[src/sv/icrle_pkg.sv]
// ----------------------------------------------------------------------------
// icrle_pkg
// Shared types and constants for the icon run-length channel decoder.
// ----------------------------------------------------------------------------
package icrle_pkg;

	// Largest icon side handled; wider settings are clamped to it
	localparam int unsigned MAX_SIDE = 128;

	// Fixed field and state widths
	localparam int unsigned BYTE_W  = 8;
	localparam int unsigned SIDE_W  = 8;
	localparam int unsigned CHUNK_W = 17;
	localparam int unsigned PIX_W   = 14;
	localparam int unsigned PLANE_W = 15;
	localparam int unsigned LANE_W  = 2;

	// Side after reset and the plane size that goes with it
	localparam logic [SIDE_W-1:0]  SIDE_RESET  = 8'd16;
	localparam logic [PLANE_W-1:0] PLANE_RESET = 15'd256;

	// Control byte coding
	localparam logic [BYTE_W-1:0] REPEAT_MARK = 8'h80;
	localparam logic [BYTE_W-1:0] REPEAT_BIAS = 8'd125;

	// First colour plane goes to this lane, then counts down to lane zero
	localparam logic [LANE_W-1:0] LANE_FIRST = 2'd2;
	localparam logic [LANE_W-1:0] LANE_LAST  = 2'd0;

	// Configuration register indexes
	typedef enum logic [0:0] {
		REG_ICON_SIDE   = 1'b0,
		REG_CHUNK_BYTES = 1'b1
	} reg_index_t;

	// Decoder phase, one-hot
	typedef enum logic [3:0] {
		PH_CTRL    = 4'b0001,
		PH_VALUE   = 4'b0010,
		PH_LITERAL = 4'b0100,
		PH_SKIP    = 4'b1000
	} phase_t;

endpackage

[src/sv/icon_rle_channel_decoder_core.sv]
// ----------------------------------------------------------------------------
// icon_rle_channel_decoder_core
// Turns a chunk of icon bytes, run-length coded or raw, into run descriptors
// for the colour planes of a 4-byte pixel image.
// ----------------------------------------------------------------------------
// Data path: input register, then result register, with one decode pass
// in between them from input word to result word.
// Throughput: one input word per cycle while a held result is not stalled;
// the decode counters update in a single pass, so a word may then follow in every cycle.
// Reset: clears all decode state, icon_side returns to 16, chunk_bytes to 0,
// and words before the first chunk start are dropped.
// ----------------------------------------------------------------------------
module icon_rle_channel_decoder_core #(
	parameter int unsigned MAX_SIDE = icrle_pkg::MAX_SIDE
) (
	input  logic                            clk,
	input  logic                            arst_n,

	input  logic                            cfg_valid,
	output logic                            cfg_ready,
	input  logic                            cfg_index,
	input  logic [icrle_pkg::CHUNK_W-1:0]   cfg_data,

	input  logic                            item_valid,
	output logic                            item_ready,
	input  logic [icrle_pkg::BYTE_W-1:0]    data_byte,
	input  logic                            chunk_start,

	output logic                            result_valid,
	input  logic                            result_ready,
	output logic [icrle_pkg::BYTE_W-1:0]    pixel_value,
	output logic [icrle_pkg::LANE_W-1:0]    byte_lane,
	output logic [icrle_pkg::PIX_W-1:0]     first_pixel,
	output logic [icrle_pkg::BYTE_W-1:0]    run_length,
	output logic                            chunk_done,
	output logic                            overrun_error
);

	localparam int unsigned BW = icrle_pkg::BYTE_W;
	localparam int unsigned CW = icrle_pkg::CHUNK_W;
	localparam int unsigned PW = icrle_pkg::PIX_W;
	localparam int unsigned QW = icrle_pkg::PLANE_W;
	localparam int unsigned LW = icrle_pkg::LANE_W;
	localparam logic [icrle_pkg::SIDE_W-1:0] SIDE_CAP = icrle_pkg::SIDE_W'(MAX_SIDE);

	// Configuration registers and the clamped, squared side
	logic [CW-1:0]                chunk_bytes_q;
	logic [QW-1:0]                plane_q;
	logic [icrle_pkg::SIDE_W-1:0] side_clamp;
	logic [2*icrle_pkg::SIDE_W-1:0] side_sq;

	// Decode state
	icrle_pkg::phase_t phase_q;
	logic [BW-1:0]     literal_left_q;
	logic [BW-1:0]     repeat_count_q;
	logic [LW-1:0]     lane_q;
	logic [QW-1:0]     remaining_q;
	logic [PW-1:0]     position_q;
	logic [CW-1:0]     raw_count_q;
	logic              finished_q;

	// Input stage
	logic          valid_s1;
	logic [BW-1:0] data_s1;
	logic          start_s1;

	// Decode pass signals
	icrle_pkg::phase_t phase_e, phase_n;
	logic [BW-1:0]     literal_e, literal_n, literal_dec;
	logic [BW-1:0]     repeat_e, repeat_n;
	logic [LW-1:0]     lane_e, lane_n;
	logic [QW-1:0]     remaining_e, remaining_n, rem_after;
	logic [PW-1:0]     position_e, position_n;
	logic [CW-1:0]     raw_e, raw_n;
	logic              finished_e, finished_n;
	logic [QW-1:0]     run_c;
	logic              adv_c, adv_done, raw_mode;
	logic [CW:0]       raw_next;
	logic              res_c;
	logic [BW-1:0]     res_value;
	logic [LW-1:0]     res_lane;
	logic [PW-1:0]     res_first;
	logic [BW-1:0]     res_len;
	logic              res_done, res_ovr;
	logic              fire_s1;

	assign cfg_ready = 1'b1;

	// Clamp the side and square it for the plane size held with the setting
	assign side_clamp = (cfg_data[icrle_pkg::SIDE_W-1:0] > SIDE_CAP) ?
		SIDE_CAP : cfg_data[icrle_pkg::SIDE_W-1:0];
	assign side_sq = side_clamp * side_clamp;

	// Take configuration writes
	always_ff @(posedge clk or negedge arst_n) begin
		if (!arst_n) begin
			chunk_bytes_q <= '0;
			plane_q       <= icrle_pkg::PLANE_RESET;
		end else if (cfg_valid && cfg_ready) begin
			case (cfg_index)
				icrle_pkg::REG_ICON_SIDE: begin
					plane_q <= QW'(side_sq);
				end
				icrle_pkg::REG_CHUNK_BYTES: begin
					chunk_bytes_q <= cfg_data;
				end
				default: begin
					plane_q <= plane_q;
				end
			endcase
		end
	end

	// Hold the input word until the decode pass can use it
	assign fire_s1    = valid_s1 && (!res_c || !result_valid || result_ready);
	assign item_ready = !valid_s1 || fire_s1;

	always_ff @(posedge clk or negedge arst_n) begin
		if (!arst_n) begin
			valid_s1 <= 1'b0;
		end else if (item_ready) begin
			valid_s1 <= item_valid;
		end
	end

	always_ff @(posedge clk) begin
		if (item_valid && item_ready) begin
			data_s1  <= data_byte;
			start_s1 <= chunk_start;
		end
	end

	// Decode pass: restart on chunk start, then one step of the decoder
	always_comb begin
		phase_e     = start_s1 ? icrle_pkg::PH_CTRL : phase_q;
		literal_e   = start_s1 ? '0 : literal_left_q;
		repeat_e    = start_s1 ? '0 : repeat_count_q;
		lane_e      = start_s1 ? icrle_pkg::LANE_FIRST : lane_q;
		remaining_e = start_s1 ? plane_q : remaining_q;
		position_e  = start_s1 ? '0 : position_q;
		raw_e       = start_s1 ? '0 : raw_count_q;
		finished_e  = start_s1 ? (plane_q == '0) : finished_q;

		raw_mode    = (chunk_bytes_q == {plane_q, 2'b00});
		raw_next    = {1'b0, raw_e} + (CW+1)'(1);
		literal_dec = (literal_e != '0) ? literal_e - BW'(1) : '0;

		// Pick the run that this step advances by
		adv_c   = 1'b0;
		run_c   = QW'(1);
		res_ovr = 1'b0;
		if (phase_e == icrle_pkg::PH_VALUE) begin
			adv_c = 1'b1;
			if (QW'(repeat_e) > remaining_e) begin
				run_c   = remaining_e;
				res_ovr = 1'b1;
			end else begin
				run_c = QW'(repeat_e);
			end
		end else if (phase_e == icrle_pkg::PH_LITERAL) begin
			adv_c = 1'b1;
		end

		// Advance through the plane, switching lane or finishing at its end
		rem_after = remaining_e - run_c;
		adv_done  = (rem_after == '0) && ((lane_e == icrle_pkg::LANE_LAST) || (plane_q == '0));

		phase_n     = phase_e;
		literal_n   = literal_e;
		repeat_n    = repeat_e;
		lane_n      = lane_e;
		remaining_n = remaining_e;
		position_n  = position_e;
		raw_n       = raw_e;
		finished_n  = finished_e;

		res_c     = 1'b0;
		res_value = data_s1;
		res_lane  = lane_e;
		res_first = position_e;
		res_len   = BW'(run_c);
		res_done  = 1'b0;

		if (finished_e) begin
			res_c   = 1'b0;
			res_ovr = 1'b0;
		end else if (raw_mode) begin
			// Pass the byte through as a single-pixel run
			res_c      = 1'b1;
			res_ovr    = 1'b0;
			res_lane   = raw_e[LW-1:0];
			res_first  = raw_e[PW+LW-1:LW];
			res_len    = BW'(1);
			res_done   = (raw_next >= {1'b0, chunk_bytes_q});
			raw_n      = raw_next[CW-1:0];
			finished_n = res_done;
		end else begin
			if (adv_c) begin
				res_c      = 1'b1;
				res_done   = adv_done;
				position_n = position_e + PW'(run_c);
				remaining_n = rem_after;
				if (adv_done) begin
					finished_n = 1'b1;
				end else if (rem_after == '0) begin
					lane_n      = lane_e - LW'(1);
					remaining_n = plane_q;
					position_n  = '0;
				end
			end
			case (phase_e)
				icrle_pkg::PH_CTRL: begin
					if (data_s1 >= icrle_pkg::REPEAT_MARK) begin
						repeat_n = data_s1 - icrle_pkg::REPEAT_BIAS;
						phase_n  = icrle_pkg::PH_VALUE;
					end else begin
						literal_n = data_s1 + BW'(1);
						phase_n   = icrle_pkg::PH_LITERAL;
					end
				end
				icrle_pkg::PH_VALUE: begin
					phase_n = icrle_pkg::PH_CTRL;
				end
				icrle_pkg::PH_LITERAL: begin
					literal_n = literal_dec;
					res_ovr   = (rem_after == '0) && (literal_dec != '0);
					if (literal_dec == '0) begin
						phase_n = icrle_pkg::PH_CTRL;
					end else if (res_ovr) begin
						phase_n = icrle_pkg::PH_SKIP;
					end
				end
				icrle_pkg::PH_SKIP: begin
					literal_n = literal_dec;
					if (literal_dec == '0) begin
						phase_n = icrle_pkg::PH_CTRL;
					end
				end
				default: begin
					phase_n = icrle_pkg::PH_CTRL;
				end
			endcase
		end
	end

	// Commit the decode state when the input word moves on
	always_ff @(posedge clk or negedge arst_n) begin
		if (!arst_n) begin
			phase_q        <= icrle_pkg::PH_CTRL;
			literal_left_q <= '0;
			repeat_count_q <= '0;
			lane_q         <= icrle_pkg::LANE_FIRST;
			remaining_q    <= '0;
			position_q     <= '0;
			raw_count_q    <= '0;
			finished_q     <= 1'b1;
		end else if (fire_s1) begin
			phase_q        <= phase_n;
			literal_left_q <= literal_n;
			repeat_count_q <= repeat_n;
			lane_q         <= lane_n;
			remaining_q    <= remaining_n;
			position_q     <= position_n;
			raw_count_q    <= raw_n;
			finished_q     <= finished_n;
		end
	end

	// Result register: load a new descriptor or drop the one taken
	always_ff @(posedge clk or negedge arst_n) begin
		if (!arst_n) begin
			result_valid <= 1'b0;
		end else if (fire_s1 && res_c) begin
			result_valid <= 1'b1;
		end else if (result_ready) begin
			result_valid <= 1'b0;
		end
	end

	always_ff @(posedge clk) begin
		if (fire_s1 && res_c) begin
			pixel_value   <= res_value;
			byte_lane     <= res_lane;
			first_pixel   <= res_first;
			run_length    <= res_len;
			chunk_done    <= res_done;
			overrun_error <= res_ovr;
		end
	end

endmodule
[config.mk]
export PLATFORM = sky130hd
export DESIGN_NAME = icon_rle_channel_decoder_core
export DESIGN_NICKNAME = d
export VERILOG_FILES = /design/src/sv/icrle_pkg.sv /design/src/sv/icon_rle_channel_decoder_core.sv
export SDC_FILE = /design/constraint.sdc
export NUM_CORES = 1
export LEC_CHECK = 0
export ABC_AREA = 1
export BUFFER_PORTS_ARGS = -buffer_cell sky130_fd_sc_hd__buf_2
export CORE_AREA = 2 2 200 202
export DETAILED_ROUTE_END_ITERATION = 6
export DIE_AREA = 0 0 202 204
export SYNTH_ARGS = -nofsm -noshare
export SYNTH_HDL_FRONTEND = slang
export SYNTH_SLANG_ARGS = --single-unit
[constraint.sdc]
create_clock -name clk -period 9.29 [get_ports clk]
set_input_delay 1.858 -clock clk [delete_from_list [all_inputs] [get_ports clk]]
set_output_delay 1.858 -clock clk [all_outputs]
set_load 0.05 [all_outputs]
### Word level (Yosys, flattened, before mapping)

Cells that the tools add are included.

| operators by class | value |
|---|---|
| $add $sub $neg | 7 |
| multipliers | 1 |
| magnitude comparators | 4 |
| eq/ne operators | 5 |
| muxes and demuxes | 66 |
| bitwise logic cells | 1 |
| reduce and logical (&&, ||, !) cells | 23 |

Operator list:

| kind | number |
|---|---|
| 2-to-1 mux 15 bit | 8 |
| 2-to-1 mux 14 bit | 8 |
| 2-to-1 mux 8 bit | 13 |
| 2-to-1 mux 17 bit | 3 |
| zero test 15 bit | 2 |
| 2-to-1 mux 4 bit | 6 |
| adder 17 x 1 -> 18 bit, second input constant | 1 |
| >= comparator 18 x 17 -> 1 bit | 1 |
| equality test 17 bit | 1 |
| 2-to-1 mux 1 bit | 17 |
| 2-to-1 mux 2 bit | 8 |
| case mux 8 bit (2 select lines) | 1 |
| nonzero test 8 bit | 2 |
| > comparator 8 x 15 -> 1 bit | 1 |
| multiplier 8 x 8 -> 15 bit | 1 |
| subtractor 15 bit | 1 |
| adder 14 bit | 1 |
| case mux 4 bit (3 select lines) | 1 |
| adder 8 x 1 -> 8 bit, second input constant | 1 |
| >= comparator 8 bit, second input constant | 1 |
| > comparator 8 bit, second input constant | 1 |
| zero test 8 bit | 1 |
| subtractor 8 x 1 -> 8 bit, second input constant | 1 |
| subtractor 8 x 7 -> 8 bit, second input constant | 1 |
| 14 further kinds | 25 |

| word-level totals | value |
|---|---|
| register bits after elaboration | 146 |
| input bits | 32 |
| output and inout port bits | 37 |
| logic and storage cells | 127 |

### Depth between registers and ports, before layout

Gate-level depths: netlist (run 1).

| logic depth | value |
|---|---|
| depth in word-level cells | 13 |
| gate-level depth with buffers | 33 |
| mapped depth without buffers | 30 |

### Worst setup path before layout (run 1)

No wires, ideal clock.

| timing path | value |
|---|---|
| path kind | input -> register |
| start | in cfg_data[1] (netlist name) |
| end | reg plane_q[14] |
| library setup time | 132 ps |
| arrival time | 6086 ps |
| data required time | 9158 ps |
| setup slack | 3072 ps |
| stages | 19 |
| buffers on the path | 0 |
| cell sequence | nor4_1 > a31oi_1 > nor2_1 > nand2_1 > fa_1 > inv_1 > fa_1 > fa_1 > fa_1 > ha_1 > a21oi_1 > o21ai_0 > a21oi_1 > o21ai_0 > a21oi_1 > o21bai_1 > or2_2 > nand3_1 > o21ai_0 |

| between the ends | value |
|---|---|
| word-level cells in the longest chain between the ends | 3 |

Ends and longest elaborated chain:

| item | RTL line | RTL |
|---|---|---|
| start: declaration | icon_rle_channel_decoder_core.sv:22 | `input logic [icrle_pkg::CHUNK_W-1:0] cfg_data,` |
| > comparator 8 bit | icon_rle_channel_decoder_core.sv:90 | `assign side_clamp = (cfg_data[icrle_pkg::SIDE_W-1:0] > SIDE_CAP) ?` |
| 2-to-1 mux 8 bit (*) | icon_rle_channel_decoder_core.sv:90 |  |
| multiplier 8 x 8 -> 15 bit (*) | icon_rle_channel_decoder_core.sv:92 | `assign side_sq = side_clamp * side_clamp;` |
| end signal: assignment | icon_rle_channel_decoder_core.sv:98 | `plane_q <= icrle_pkg::PLANE_RESET;` |
| end signal: assignment | icon_rle_channel_decoder_core.sv:102 | `plane_q <= QW'(side_sq);` |
| end signal: assignment | icon_rle_channel_decoder_core.sv:108 | `plane_q <= plane_q;` |
| end: declaration | icon_rle_channel_decoder_core.sv:48 | `logic [QW-1:0] plane_q;` |

Every way passes the cells marked *; elsewhere a longest branch is shown, timed or not.
A chain may end at the register's enable or synchronous reset.

### Worst setup path after layout (run 1)

Same ends and word-level chain as after synthesis.

==> impl_results.md, run 1 <==
* Max VDD drop at just under 0.08 mV
* CTS H-Tree Depth at 4
* Fill cells at approximately 4.1k
* Vias in the first global route at just under 10k
* Syn. warnings at 0
* Clock Tree Root: clkbuf_16
* CTS Sinks at between 100 and 150
* Die H at roughly 200 um
* Synth Area per Inst at 7.47 um^2
* First-pass DRT Iterations at 5
* CTS tree: done
* Final ANT Viol Nets at 0
* Required time of the critical path at 9.62 ns
* Resized cells post-CTS at 0
* IO Count at between 60 and 70
* # hold bufs at CTS at 0
* Final Non-Filler Cells at approximately 2.2k
* Vias/cell at ~4.7
* Area Overhead vs Synth at 12.8%
* Finished Cell Area at roughly 13000 um^2
* Power Density at 178 nW/um^2
* Worst-Margin Slew at between 1 and 1.5 ns
* DR WL/cell at 14.2 um
* Clock latency on the worst-skew pair at 0.45 ns
* Most frequent CP cell: fa_1
* Seq/Total Area, Yosys at 0.331
* Antenna violations before repair at 0
* Final WL at 30.8 mm
* Leak at ~0.0065 uW
* Highest Clock Rate at ~160 MHz
* CTS buffer count at 17
* Crit end category: flop
* Worst Path Arrival at approximately 6.6 ns
* Worst Path Class, Setup: primary input to flop
* Initial Util at 0.297
* Fin worst setup slack at a little over 3 ns
* WP buf/inv at 2
* Worst Path Max Fanout at 4
* Slew HR at 0.330
* Routability Congestion at about 0.88
* Unrepaired setup endpoints after global routing: false
* I/O Buffers at 67
* Async SR Flop Fraction at 0.703
* Core Footprint at 39200 um^2
* Final net count at 1770
* Die footprint at approximately 40000 um^2
* Critical path, cell by cell: buf_2 > nor4_1 > a31oi_1 > nor2_1 > nand2_1 > fa_1 > inv_1 > fa_1 > fa_1 > fa_1 > ha_1 > a21oi_1 > o21ai_0 > a21oi_1 > o21ai_0 > a21oi_1 > o21bai_1 > or2_2 > nand3_1 > o21ai_0
* Placed Cells at 2133
* MaxCap Viol Count at 0
* Largest net degree at the start of global routing at 77
* Slowest-stage cell, CP: fa_1
* Share of cells above drive strength 1 at 0.105
* Post-CTS Setup Inserts at 0
* Crit path max-delay family: adder cells
* #FFs+latches synth at ~150
* Die Wd at about 200 um
* Status: finished, final reports clean
* Setup TNS at 0 ns
* Setup violators final at 0
* Num rows at 73
* Main synth FF type: dfrtp_1
* Post-synth EDFFs at between 40 and 50
* # DRC at 0
* Via count at ~10k
* Crit-path max cell delay at between 0.5 and 0.6 ns
* Hold Vio Cnt, Final at 0
* DP Worst Slack at between 2 and 3 ns
* Antenna cell count at 0
* DR iter-0 viols at 761
* Detail Placement HPWL at roughly 24 mm
* First-pass GRT wire length at 50.3 mm
* Tmin final at 6.24 ns
* Synthesized area at roughly 12000 um^2
* Synth cell types at 60
* Clk_skew at roughly 0.012 ns
* Clk slew on worst S/H paths at about 0.060 ns
* Max-slew violations at 0
* Longest Clk Path Bufs at 2
* Total GRT Usage at 0.153
* Instance area at placement at between 10000 and 15000 um^2
* CP Launch Type: primary input
* Hold Crit Class: flop to flop
* Synth Instances at approximately 1.6k
* Aggregate global routing overflow at 0
* Tcrit/Tclk final at 0.671
==> state kept, by name (all words and copies together), names as in the netlist, 2 cells and up <==
signal          count
chunk_bytes_q      17
raw_count_q        17
remaining_q        15
first_pixel        14
plane_q            14
position_q         14
data_s1             8
literal_left_q      8
pixel_value         8
repeat_count_q      8
run_length          8
phase_q             4
byte_lane           2
lane_q              2
==> through the flow <==
step / hold slack [ns] / power [uW] / util
after floorplan: 0.424 / 1440 / -
after global placement: 0.456 / 1630 / 0.320
after detailed placement: 0.460 / 1640 / 0.320
after CTS: 0.479 / 2360 / 0.335
after global routing: 0.490 / 2520 / 0.335
final: 0.479 / 2340 / 0.335
==> worst register-to-register path: cells and delay by family, from the launching register on <==
kind	cells	cell delay (ns)
fa+ha+maj	3	0.92
simple gates	16	2.53
flops	1	0.32
buf+inv	6	1.70
compound gates	3	0.60
==> cell usage in the layout, fill, tap and decap left out, types with 7 or more instances in the layout <==
cell type,Yosys,routed
a21oi_1,101,101
a31oi_1,8,8
buf_2,15,66
buf_4,4,10
clkbuf_16,0,19
conb_1,2,22
dfrtp_1,98,98
edfxtp_1,43,43
fa_1,27,27
ha_1,84,84
inv_1,234,234
inv_2,13,13
nand2_1,373,373
nand3_1,60,60
nand4_1,16,16
nor2_1,156,156
nor2_2,7,7
nor3_1,8,8
o211ai_2,7,7
o21ai_0,98,98
o21ai_1,23,23
o22ai_1,14,14
xnor2_1,25,25
xor2_1,34,34
==> routing by layer <==
| metal | routed length [um] | vias to the layer above | GRT usage | part of all wire |
|---|---|---|---|---|
| met5 | 0 | - | 0 | 0 |
| met4 | 978 | 0 | 0.0617 | 0.032 |
| met3 | 1200 | 51 | 0.0276 | 0.039 |
| met2 | 14700 | 189 | 0.261 | 0.48 |
| met1 | 13900 | 4771 | 0.192 | 0.45 |
| li1 | - | 5153 | - | - |
==> Yosys cell counts, types with 3 or more instances <==
cell type  number  area, um^2
xor2_1         34         298
a22oi_1         5        37.5
dfstp_2         4         105
ha_1           84        1050
o21ai_0        98         490
nand2_1       373        1400
inv_1         234         878
nand3b_1        4        30.0
a21oi_1       101         505
clkbuf_1       17        63.8
buf_1           3        11.3
inv_2          13        48.8
o211ai_2        7        87.6
edfxtp_1       43        1290
nand4_1        16         100
buf_4           4        30.0
o22ai_1        14        87.6
buf_6           6        67.6
or2_2           4        25.0
nand3_1        60         300
a211oi_2        5        62.6
nand2_2         4        25.0
nor3_1          8        40.0
o211ai_1        6        45.0
nor3_2          6        60.1
o21ai_1        23         115
a31oi_1         8        50.1
nor4_1          4        25.0
o21bai_1        6        45.0
nor2_1        156         586
nor2_2          7        43.8
nor2_4          5        56.3
dfrtp_1        98        2450
fa_1           27         541
xnor2_1        25         219
buf_2          15        75.1
==> cell type report <==
class | count | area [um^2] | share of cell area
multi-input cells | 1138 | 6670 | 0.509
flip-flops and latches | 145 | 3850 | 0.293
inverters | 249 | 936 | 0.0713
well taps | 525 | 657 | 0.0501
clock buffers | 20 | 479 | 0.0365
repair buffers | 76 | 405 | 0.0309
clock inverters | 12 | 119 | 0.00906
==> worst paths after layout <==
kind / start / endpoint / slack [ns] / cells after the start
worst max-delay path: cfg_data[1] / plane_q[14] / 3.05 / 20
worst min-delay path: phase_q[0] / phase_q[0] / 0.48 / 2
worst max register to register: start_s1 / position_q[8] / 3.12 / 28
worst min register to register: phase_q[0] / phase_q[0] / 0.48 / 2
max in group asynchronous: arst_n / repeat_count_q[4] / 6.65 / 2
min in group asynchronous: arst_n / raw_count_q[4] / 1.43 / 1
==> power by group <==
group | switching (uW) | total [uW] | internal [uW]
registers | 59.6 | 806 | 747
clock network | 298 | 703 | 405
logic | 545 | 829 | 284
==> logic make-up after synthesis <==
logic type               share of synthesized area
AND/OR/NAND/NOR                              0.241
buffers and inverters                        0.102
AO/OA/AOI/OAI                                0.144
flip-flops                                   0.331
adder cells (fa/ha/maj)                      0.137
XOR/XNOR                                    0.0444
other                                     0.000646
No activity file was read; power rests on OpenSTA's default activity.
==> inputs of run 2 (changes only) <==
==> constraint.sdc (replaced) <==
create_clock -name clk -period 5.7 [get_ports clk]
set_input_delay 1.14 -clock clk [delete_from_list [all_inputs] [get_ports clk]]
set_output_delay 1.14 -clock clk [all_outputs]
set_load 0.05 [all_outputs]
==> run 2 against run 1 <==
- sequential power up 64%
- power up 63%
- non-clock buffer count up 29
- core utilization up 0.47 points
- clock power up 52%
- hold slack worse by 0.0010 ns
- largest cell class unchanged
- largest power group unchanged
==> impl_results.md, run 2 (synthesized netlist as in run 1, its figures left out) <==
* Status: finished, final reports clean
* Post-CTS Setup Inserts at 0 (unchanged)
* Detail Placement HPWL at 24.4 mm (+3.5%)
* Routability Congestion at 0.903 (+2.6%)
* Clock latency on the worst-skew pair at 0.45 ns (about the same)
* Slowest-stage cell, CP: fa_1
* Antenna cell count at 0 (unchanged)
* Largest registers: chunk_bytes_q x17, raw_count_q x17, remaining_q x15
* Hold_ws at 0.478 ns (-0.00105 ns)
* MaxCap Viol Count at 0 (unchanged)
* Most common cell after layout, fill and taps aside: nand2_1
* Max VDD drop at 0.191 mV (+140%)
* Via count at 10.3k (+1.7%)
* Final net count at 1799 (+1.6%)
* Setup violators final at 0 (unchanged)
* Hold Crit Class: flop to flop
* IO Count at 69 (unchanged)
* Most frequent cells in the layout: 373 x nand2_1, 234 x inv_1, 156 x nor2_1
* Fin worst setup slack at 0.509 ns (-2.55 ns)
* Final WL at 31.5 mm (+2.3%)
* Initial Util at 0.297 (unchanged)
* Worst-Margin Slew at 0.995 ns (-0.00724 ns)
* CTS H-Tree Depth at 4 (unchanged)
* CP Launch Type: primary input
* Final ANT Viol Nets at 0 (unchanged)
* Unrepaired setup endpoints after global routing: false
* Critical path, cell by cell: buf_2 > nor4_1 > a31oi_1 > buf_4 > nor2_1 > nand2_1 > fa_1 > inv_1 > fa_1 > ha_1 > inv_1 > fa_1 > inv_1 > ha_1 > a21oi_1 > and2_1 > inv_1 > a21oi_1 > o21ai_0 > a21oi_1 > o21bai_1 > or2_2 > nand3_1 > o21ai_0
* Die footprint at 41200 um^2 (unchanged)
* Worst Path Arrival at 5.52 ns (-1.04 ns)
* Crit end category: flop
* Die H at 204 um (unchanged)
* Worst Path Class, Setup: primary input to flop
* DR WL/cell at 14.4 um (+0.99%)
* DP Worst Slack at 0.0570 ns (-2.54 ns)
* Slew HR at 0.335 (+0.00484)
* Clk_skew at 0.00906 ns (-0.00274 ns)
* Hold path startpoint: phase_q[0]
* Tmin final at 5.19 ns
* Crit path from: cfg_data[1]
* Clock Tree Root: clkbuf_16
* Crit-path max cell delay at 0.52 ns (about the same)
* Worst Path Max Fanout at 5 (+1)
* Required time of the critical path at 6.03 ns (-3.59 ns)
* Aggregate global routing overflow at 0 (unchanged)
* Antenna violations before repair at 0 (unchanged)
* Core Footprint at 39200 um^2 (unchanged)
* Area Overhead vs Synth at 14.4%
* Hold Vio Cnt, Final at 0 (unchanged)
* Critical register-to-register path startpoint: start_s1
* Longest Clk Path Bufs at 2 (unchanged)
* Highest Clock Rate at just under 200 MHz
* Clk slew on worst S/H paths at 0.06 ns (about the same)
* Die Wd at 202 um (unchanged)
* Resized cells post-CTS at 0 (unchanged)
* CTS Sinks at 145 (unchanged)
* Leak at 0.00659 uW (+1.8%)
* Vias/cell at 4.71 (+0.34%)
* Max-slew violations at 0 (unchanged)
* CTS tree: done
* # hold bufs at CTS at 0 (unchanged)
* Largest net degree at the start of global routing at 76 (-1.3%)
* # DRC at 0 (unchanged)
* Vias in the first global route at 9944 (+1.0%)
* Total GRT Usage at 0.156 (+0.00302)
* Num rows at 73 (unchanged)
* First-pass DRT Iterations at 5 (unchanged)
* DR iter-0 viols at 674 (-11%)
* CTS buffer count at 17 (unchanged)
* Share of cells above drive strength 1 at 0.122 (+0.0161)
* Tcrit/Tclk final at 0.911
* Most frequent CP cell: inv_1
* Setup TNS at 0 ns (unchanged)
* I/O Buffers at 67 (unchanged)
* Power Density at 286 nW/um^2 (+60%)
* First-pass GRT wire length at 51.3 mm (+1.9%)
-- run 2: final timing paths --
check	to	slack, ns	cells past startpoint
max	plane_q[14]	0.51	24
min	phase_q[0]	0.48	2
max reg2reg	remaining_q[4]	0.55	26
min reg2reg	phase_q[0]	0.48	2
max in group asynchronous	literal_left_q[5]	3.82	2
min in group asynchronous	raw_count_q[2]	0.75	1
-- run 2: power by group --
| part | internal (uW) | switching (uW) | leakage, uW |
|---|---|---|---|
| sequential | 1220 | 99.1 | 0.00167 |
| combinational | 504 | 906 | 0.00465 |
| clock | 584 | 490 | 0.000269 |
| total | 2310 | 1500 | 0.00659 |
-- run 2: area by class of cell --
cell class	count	area, um^2
tap	525	657
inverter	249	936
timing repair buffer	105	636
fill	4121	25900
multi-input combinational	1138	6670
clock buffer	18	450
sequential	145	3850
clock inverter	14	103
-- run 2: routing by layer --
| metal | track usage | vias to the layer above | part of all wire |
|---|---|---|---|
| met4 | 0.0622 | 0 | 0.027 |
| met2 | 0.271 | 229 | 0.49 |
| met5 | 0 | - | 0 |
| li1 | - | 5229 | - |
| met1 | 0.195 | 4827 | 0.45 |
| met3 | 0.0233 | 50 | 0.039 |
-- run 2: critical path, delay by kind of cell --
kind	cells	cell delay [ns]
AO/OA/AOI/OAI	7	0.87
adder cells (fa/ha/maj)	5	1.96
buffers and inverters	6	0.50
AND/OR/NAND/NOR	6	1.03
-- run 2: stage by stage --
stage	power (uW)	std cells	util	instance area [um^2]
finish	3800	2194	0.339	13300
CTS	3830	2194	0.339	13300
floorplan	2340	1577	-	11700
detailed placement	2740	2162	0.325	12700
global placement	2720	2162	0.325	12700
global route	4090	2194	0.339	13300
